`src/rtl/mpbs_pkg.sv`:
```
// ---------------------------------------------------------------------------
// mpbs_pkg : shared types and constants
// Sizes, request codes and the controller/datapath interface structs.
// ---------------------------------------------------------------------------
package mpbs_pkg;
    localparam int CAPACITY = 1024;
    localparam int AW       = 10;   // address bits into the store
    localparam int LW       = 11;   // length, count and rank bits
    localparam int VW       = 11;   // value bits
    localparam int BW       = 32;   // budget bits

    localparam logic REQ_LOAD = 1'b0;
    localparam logic REQ_TAKE = 1'b1;

    typedef struct packed {
        logic load;     // load accepted this cycle
        logic take;     // take accepted this cycle
        logic rd;       // issue store read at scan index
        logic eval;     // evaluate read data
        logic kill;     // remove chosen entry, charge budget
        logic emit;     // write the output register
    } t_cmd;

    typedef struct packed {
        logic empty;    // no live entries at take
        logic done;     // scan finishes with this evaluation
        logic out_free; // output register can take a result
    } t_sts;
endpackage

```
`src/rtl/mpbs_ctrl.sv`:
```
// ---------------------------------------------------------------------------
// mpbs_ctrl : sequencing controller
// Accepts loads in idle; steps a take through scan, removal and output (an empty take goes straight to output).
// ---------------------------------------------------------------------------
module mpbs_ctrl (
    input  logic            i_clk,
    input  logic            i_rst_n,
    input  logic            i_valid,
    input  logic            i_req_type,
    output logic            o_ready,
    input  mpbs_pkg::t_sts  i_sts,
    output mpbs_pkg::t_cmd  o_cmd
);
    localparam logic [2:0] S_IDLE = 3'd0;
    localparam logic [2:0] S_RD   = 3'd1;
    localparam logic [2:0] S_EVAL = 3'd2;
    localparam logic [2:0] S_KILL = 3'd3;
    localparam logic [2:0] S_EMIT = 3'd4;

    logic [2:0] r_state, n_state;
    logic       acc;

    assign o_ready = (r_state == S_IDLE);
    assign acc     = i_valid && o_ready;

    always_comb begin
        n_state = r_state;
        o_cmd   = '0;
        case (r_state)
            S_IDLE: begin
                if (acc) begin
                    if (i_req_type == mpbs_pkg::REQ_LOAD) begin
                        o_cmd.load = 1'b1;
                    end else begin
                        o_cmd.take = 1'b1;
                        n_state = i_sts.empty ? S_EMIT : S_RD;
                    end
                end
            end
            S_RD: begin
                o_cmd.rd = 1'b1;
                n_state  = S_EVAL;
            end
            S_EVAL: begin
                o_cmd.eval = 1'b1;
                n_state    = i_sts.done ? S_KILL : S_RD;
            end
            S_KILL: begin
                o_cmd.kill = 1'b1;
                n_state    = S_EMIT;
            end
            S_EMIT: begin
                // hold until the output register is free
                if (i_sts.out_free) begin
                    o_cmd.emit = 1'b1;
                    n_state    = S_IDLE;
                end
            end
            default: n_state = S_IDLE;
        endcase
    end

    always_ff @(posedge i_clk) begin
        if (!i_rst_n) begin
            r_state <= S_IDLE;
        end else begin
            r_state <= n_state;
        end
    end
endmodule

```
`config.mk`:
```
export PLATFORM = sky130hd
export DESIGN_NAME = mpbs_ctrl
export DESIGN_NICKNAME = d
export VERILOG_FILES = /design/src/rtl/mpbs_pkg.sv /design/src/rtl/mpbs_ctrl.sv
export SDC_FILE = /design/constraint.sdc
export NUM_CORES = 1
export LEC_CHECK = 0
export BUFFER_PORTS_ARGS = -buffer_cell sky130_fd_sc_hd__buf_2
export CORE_AREA = 2 2 39 41
export CTS_BUF_LIST = sky130_fd_sc_hd__clkbuf_8
export CTS_CLUSTER_SIZE = 14
export DETAILED_ROUTE_END_ITERATION = 12
export DIE_AREA = 0 0 41 43
export GPL_ROUTABILITY_DRIVEN = 0
export GPL_TIMING_DRIVEN = 0
export PLACE_DENSITY = 0.42
export SKIP_CTS_REPAIR_TIMING = 1
export SYNTH_ARGS = -nofsm -noshare
export SYNTH_HDL_FRONTEND = slang
export SYNTH_SLANG_ARGS = --single-unit
```
`constraint.sdc`:
```
create_clock -name i_clk -period 1.6 [get_ports i_clk]
set_clock_uncertainty 0.2 [all_clocks]
set_input_delay 0.24 -clock i_clk [delete_from_list [all_inputs] [get_ports i_clk]]
set_output_delay 0.24 -clock i_clk [all_outputs]
set_load 0.02 [all_outputs]
```
Word-level counts from Yosys, hierarchy flattened. Cells that the tools add are included.

Word-level logic and storage cells: 26. Output and inout bits: 7. Flip-flop bits (word level): 3. Bits of input ports: 7.

Reductions and logical operators: 3. Muxes and demuxes: 15. Equal/unequal tests: 7.

Operator list (count): $pmux W3 S5 (1); $mux W3 (4); $mux W1 (7); $eq A3 B2 Y1 const B (2); $mux W2 (3); $ne A2 B2 Y1 const B (2); $eq A3 B1 Y1 const B (1); $eq A3 B3 Y1 const B (1); $logic_not A3 Y1 (1); $reduce_and A3 Y1 (1); $ne A2 B1 Y1 const B (1); $logic_and A1 B1 Y1 (1).

Longest topological paths before layout. Gate-level depths: netlist of run 1.

Depth in word-level cells: 4. Mapped depth: 4. Depth with buffers taken out: 3.

Least setup slack after synthesis of run 1. OpenSTA, ideal clock, no wires.

Path kind: register to output. Start point: reg r_state[2]. End point: out o_cmd[5] (netlist bit). Cell stages (with the launch flop): 4. Arrival: 1142 ps. Path buffers: 1. Setup slack: 18 ps. Required time: 1160 ps. Cell sequence: dfxtp_1 > buf_6 > nor3_2 > and3b_1.

RTL lines: start: declaration (RTL line mpbs_ctrl.sv:20) `logic [2:0] r_state, n_state;`; start signal: assignment (RTL line mpbs_ctrl.sv:67) `r_state <= n_state;`; end: declaration (RTL line mpbs_ctrl.sv:12) `output mpbs_pkg::t_cmd o_cmd`.

==> qor.txt, run 1 <==
top post-synthesis cells by count = and3b_1, dfxtp_1, nor2_1, nor3b_2
worst min path class = in -> reg
routed wl met3 = 53 um
status = complete, but fails checks
LEAKAGE = 0.0001977 uW
Total GRT Usage = 0.08124
Core Area = 1384 sq um
Buf/Inv on CP = 2
DRT Wirelength = 625 um
maxcap violations = 0
CP startpoint = r_state[2]
CP max stage cell = dfxtp_1
Initial Util = 0.1582
clock buffer count from CTS = 3
CTS Sinks = 3
Ports = 14
Worst path most repeated cell = buf_6
DPL Wire Length = 424.2 um
cell family with most CP delay = simple AND/OR/NAND/NOR gates
Initial DRC Count = 2
First-pass DRT Iterations = 2
Post-Syn Area = 219.0 sq um
H-tree depth = 1
Final Core Density = 0.2957
Max IR drop VDD = 429.1 uV
Via density = 4.254
Cells after Synth = 23
Crit Reg-Reg Startpoint = r_state[2]
n_diodes = 0
placed instance area = 304.0 sq um
metal2 WL = 269 um
dpl cells = 52
Synth warnings = 0
final period utilization = 1.005
fin area = 409.1 sq um
CP max FO = 5
measured slew at the worst slew-check pin = 0.2441 ns
number of global-route vias before repair = 214
CP startpoint kind = register
GRT overflow = 0
largest net degree at the start of global routing = 10
I/O Buffers = 13
Die H = 43 um
Post-route DRC = 0
CTS max path bufs = 2
Syn Nets = 30
Worst Path Required = 1.16 ns
Crit Path Class = reg -> out
top-area cell type share of the netlist area = 0.2743
max-slew violation count = 0
initial antenna violation count = 0
top_reg_cell synth = dfxtp_1
average size of a mapped cell = 9.520 sq um
violated checks = setup timing
final setup TNS = -0.01020 ns
Fillers = 149
sequential fraction of the synthesis area = 0.2743
Layout Area Growth over Synthesis = 86.86%
Final setup viols = 2
fin cells = 59
setup ws final = -0.008508 ns
clk root buf = clkbuf_8
Metal-1 WL = 302 um
CTS tree = yes
die width = 41 um
layout cells sized above 1 = 0.6512
Area contributors post-synth = dfxtp_1, and3b_1, nor3b_2
Largest regs = r_state: 3 flops
Final Hold Fails = 0
RSZ-0062 raised after global routing = true
kind of end point of the critical path = output pin
Core Rows = 14
Yosys cell types = 17
Final min period = 1.609 ns
crit path cell chain = buf_6 -> nor3_4 -> and3_4 -> buf_6
Yosys reg bits = 3
pwr/cell area = 874.8 nW/um^2
Clock Latency Late Sink = 0.21 ns
most area-hungry cell type in the Yosys netlist = dfxtp_1
Slew headroom = 0.8350
Fmax = 621.7 MHz
Top reg by flops = r_state
drt wl/cell = 10.59 um
EDFF count, synth = 0
total number of vias = 251
crit path DAT = 1.17 ns
Final Net Count = 51
first-pass GRT wire length = 959 um
max FFs per register = 3
Worst Min Path Start = i_sts[2]
fraction of registers with async set/reset = 0
Post-DRT Antenna Nets = 0
top sig layer = met3
clock slew at reported path FFs = 0.03 ns
Die ar. = 1763 sq um
Place WS = 0.1724 ns
CP max stage delay = 0.29 ns
==> cell families after synthesis <==
group,synth area share
and+or+nand+nor,0.4515
AOI/OAI and AO/OA,0.2057
DFF,0.2743
buffers and inverters,0.06855
==> layout by cell type (no fill, tap or decap), types with 2 or more instances in the layout <==
cell      count
clkbuf_8      3
inv_1         2
and3b_1       3
buf_2         9
buf_6         3
dfxtp_2       2
buf_4         5
nor2_1        2
==> worst paths after layout <==
path,endpoint,slack [ns],cells after the start
worst min-delay path,r_state[0],0.03,2
worst min register to register,r_state[0],0.34,1
worst max-delay path,o_cmd[4],-0.009,4
worst max register to register,r_state[0],0.25,5
==> power by group <==
group / switching (uW) / internal, uW / total [uW]
logic: 31.3 / 32.9 / 64.3
clock network: 47.1 / 163 / 210
registers: 5.20 / 78.3 / 83.5
total: 83.6 / 274 / 358
==> metal layers <==
metal / GRT usage / vias to the layer above
met5: 0 / -
met4: 0.02000 / 0
met3: 0.04712 / 0
met2: 0.09375 / 11
met1: 0.1250 / 113
li1: - / 127
==> through the flow <==
| stage | hold WS (ns) | total power [uW] |
|---|---|---|
| finish | 0.02840 | 357.9 |
| global route | 0.04717 | 389.5 |
| CTS | 0.04043 | 353.3 |
| detailed placement | 0.2663 | 135.3 |
| global placement | 0.2654 | 135.2 |
| floorplan | 0.1354 | 114.3 |
==> layout make-up <==
class	count	area [sq um]	area share
plain buffers	1	11.26	0.02752
clock buffers	3	41.29	0.1009
clock inverters	1	3.754	0.009174
inverters	1	3.754	0.009174
multi-input cells	18	161.4	0.3945
flip-flops and latches	3	62.56	0.1529
well taps	16	20.02	0.04893
repair buffers	16	105.1	0.2569
==> worst reg2reg max path, delay by kind of cell (launching register included) <==
kind | cells | cell delay, ns
flops | 1 | 0.29
buf+inv | 2 | 0.25
compound gates | 3 | 0.49
Power figures use the tool's default switching activity.
==> run 2, diff against run 1 <==
--- a/config.mk
+++ b/config.mk
@@ -6,6 +6,8 @@
 export NUM_CORES = 1
 export LEC_CHECK = 0
 export BUFFER_PORTS_ARGS = -buffer_cell sky130_fd_sc_hd__buf_2
+export CELL_PAD_IN_SITES_DETAIL_PLACEMENT = 0
+export CELL_PAD_IN_SITES_GLOBAL_PLACEMENT = 1
 export CORE_AREA = 2 2 39 41
 export CTS_BUF_LIST = sky130_fd_sc_hd__clkbuf_8
 export CTS_CLUSTER_SIZE = 14
@@ -13,7 +15,7 @@
 export DIE_AREA = 0 0 41 43
 export GPL_ROUTABILITY_DRIVEN = 0
 export GPL_TIMING_DRIVEN = 0
-export PLACE_DENSITY = 0.42
+export PLACE_DENSITY = 0.53
 export SKIP_CTS_REPAIR_TIMING = 1
 export SYNTH_ARGS = -nofsm -noshare
 export SYNTH_HDL_FRONTEND = slang
==> qor.txt, run 2 (synthesis results as in run 1) <==
status = finished, final reports clean
crit path DAT = 1.13 ns (-0.04 ns)
Ports = 14 (unchanged)
sw frac = 0.2292 (-0.004495)
Max IR drop VDD = 309.8 uV (-28%)
CTS Sinks = 3 (unchanged)
pwr/cell area = 870.2 nW/um^2 (-0.53%)
measured slew at the worst slew-check pin = 0.2384 ns (-0.005701 ns)
Fmax = 638.8 MHz (+2.7%)
Seq pwr share = 0.227 (-0.006)
clk root buf = clkbuf_8
Fillers = 161 (+8.1%)
Clk network pwr share = 0.591 (+0.004)
Slew headroom = 0.8389 (+0.003854)
clock slew at reported path FFs = 0.03 ns (about the same)
RSZ-0062 raised after global routing = true
layout cells sized above 1 = 0.6512 (unchanged)
first-pass GRT wire length = 883 um (-7.9%)
CTS tree = yes
initial antenna violation count = 0 (unchanged)
Final Net Count = 51 (unchanged)
Crit Reg-Reg Startpoint = r_state[2]
Total GRT Usage = 0.07523 (-0.006018)
CP startpoint kind = register
Final min period = 1.566 ns (-0.04295 ns)
Clock Latency Late Sink = 0.21 ns (about the same)
maxcap violations = 0 (unchanged)
Final Hold Fails = 0 (unchanged)
Gate power share = 0.182 (+0.002)
Largest regs = r_state: 3 flops
worst min path class = in -> reg
DRT Wirelength = 590 um (-5.6%)
Crit Path Class = reg -> out
H-tree depth = 1 (unchanged)
Top reg by flops = r_state
Core Area = 1384 sq um (unchanged)
Final setup viols = 0 (-2)
Post-route DRC = 0 (unchanged)
n_diodes = 0 (unchanged)
Hold WS = 0.02198 ns (-0.006419 ns)
I/O Buffers = 13 (unchanged)
Core Rows = 14 (unchanged)
Int Pwr = 271.9 uW (-0.86%)
kind of end point of the critical path = output pin
Psw = 80.85 uW (-3.3%)
clock buffer count from CTS = 3 (unchanged)
drt wl/cell = 10.00 um (-5.6%)
largest net degree at the start of global routing = 10 (unchanged)
Worst Min Path Start = i_sts[2]
CP startpoint = r_state[2]
LEAKAGE = 0.0002010 uW (+1.7%)
area of the multi-input gates = 155.1 sq um (-3.9%)
Worst Path Required = 1.16 ns (about the same)
Layout Area Growth over Synthesis = 85.14%
Die ar. = 1763 sq um (unchanged)
commonest cells after routing, fill and taps aside = buf_2, buf_4, buf_6, and3b_1, clkbuf_8
CTS max path bufs = 2 (unchanged)
max FFs per register = 3 (unchanged)
Initial Util = 0.1582 (unchanged)
die width = 41 um (unchanged)
Initial DRC Count = 0 (-2)
Via density = 4.220 (-0.80%)
CP max FO = 8 (+3)
Post-DRT Antenna Nets = 0 (unchanged)
number of global-route vias before repair = 235 (+9.8%)
First-pass DRT Iterations = 1 (-1)
GRT overflow = 0 (unchanged)
final period utilization = 0.9785 (-0.02684)
Sequential cell area = 67.56 sq um (+8.0%)
commonest non-fill, non-tap cell in the layout = buf_2
final setup TNS = 0 ns (+0.01020 ns)
total number of vias = 249 (-0.80%)
Die H = 43 um (unchanged)
max-slew violation count = 0 (unchanged)
==> run 2: layout make-up <==
type                    count  area share
flip-flops and latches      3      0.1667
multi-input cells          18      0.3827
clock inverters             1    0.009259
well taps                  16     0.04938
plain buffers               1     0.02778
inverters                   1    0.009259
repair buffers             16      0.2531
clock buffers               3      0.1019
==> run 2: path summary, 6_finish.rpt <==
path,endpoint,slack [ns],cells after the start
hold / removal,r_state[0],0.02,2
hold reg to reg,r_state[0],0.29,1
setup / recovery,o_cmd[4],0.03,4
setup reg to reg,r_state[0],0.26,4
==> run 2: routing by layer <==
metal  track usage  wire (um)
met1       0.08654        273
met2        0.1125        272
met3       0.03141         44
met4       0.04000          0
met5             0          0
==> run 2: critical path, stage by stage, from the launching register on <==
cell	delay [ns]
dfxtp_1	0.29
buf_6	0.13
nor3_4	0.16
and3_4	0.22
buf_6	0.11
==> run 2: per-stage QoR <==
stage          setup slack [ns]    util  power, uW  cells  area, sq um
5_1_grt               -0.004947  0.2929      369.2     59        405.4
3_3_place_gp             0.1494  0.2197      135.6     52        304.0
4_1_cts                -0.07417  0.2523      349.3     56        349.1
3_5_place_dp             0.1705  0.2197      134.7     52        304.0
2_1_floorplan           0.01812       -      114.3     23        219.0
6_report                0.03444  0.2929      352.8     59        405.4
==> run 2: power by group through the flow <==
stage	clock, uW	combinational [uW]	sequential [uW]
after floorplan	0	32.2	82.1
after global placement	0	52.5	83.1
after detailed placement	0	51.5	83.2
after CTS	215	52.1	82.2
after global routing	220	68.7	80.9
final	208	64.1	80.2
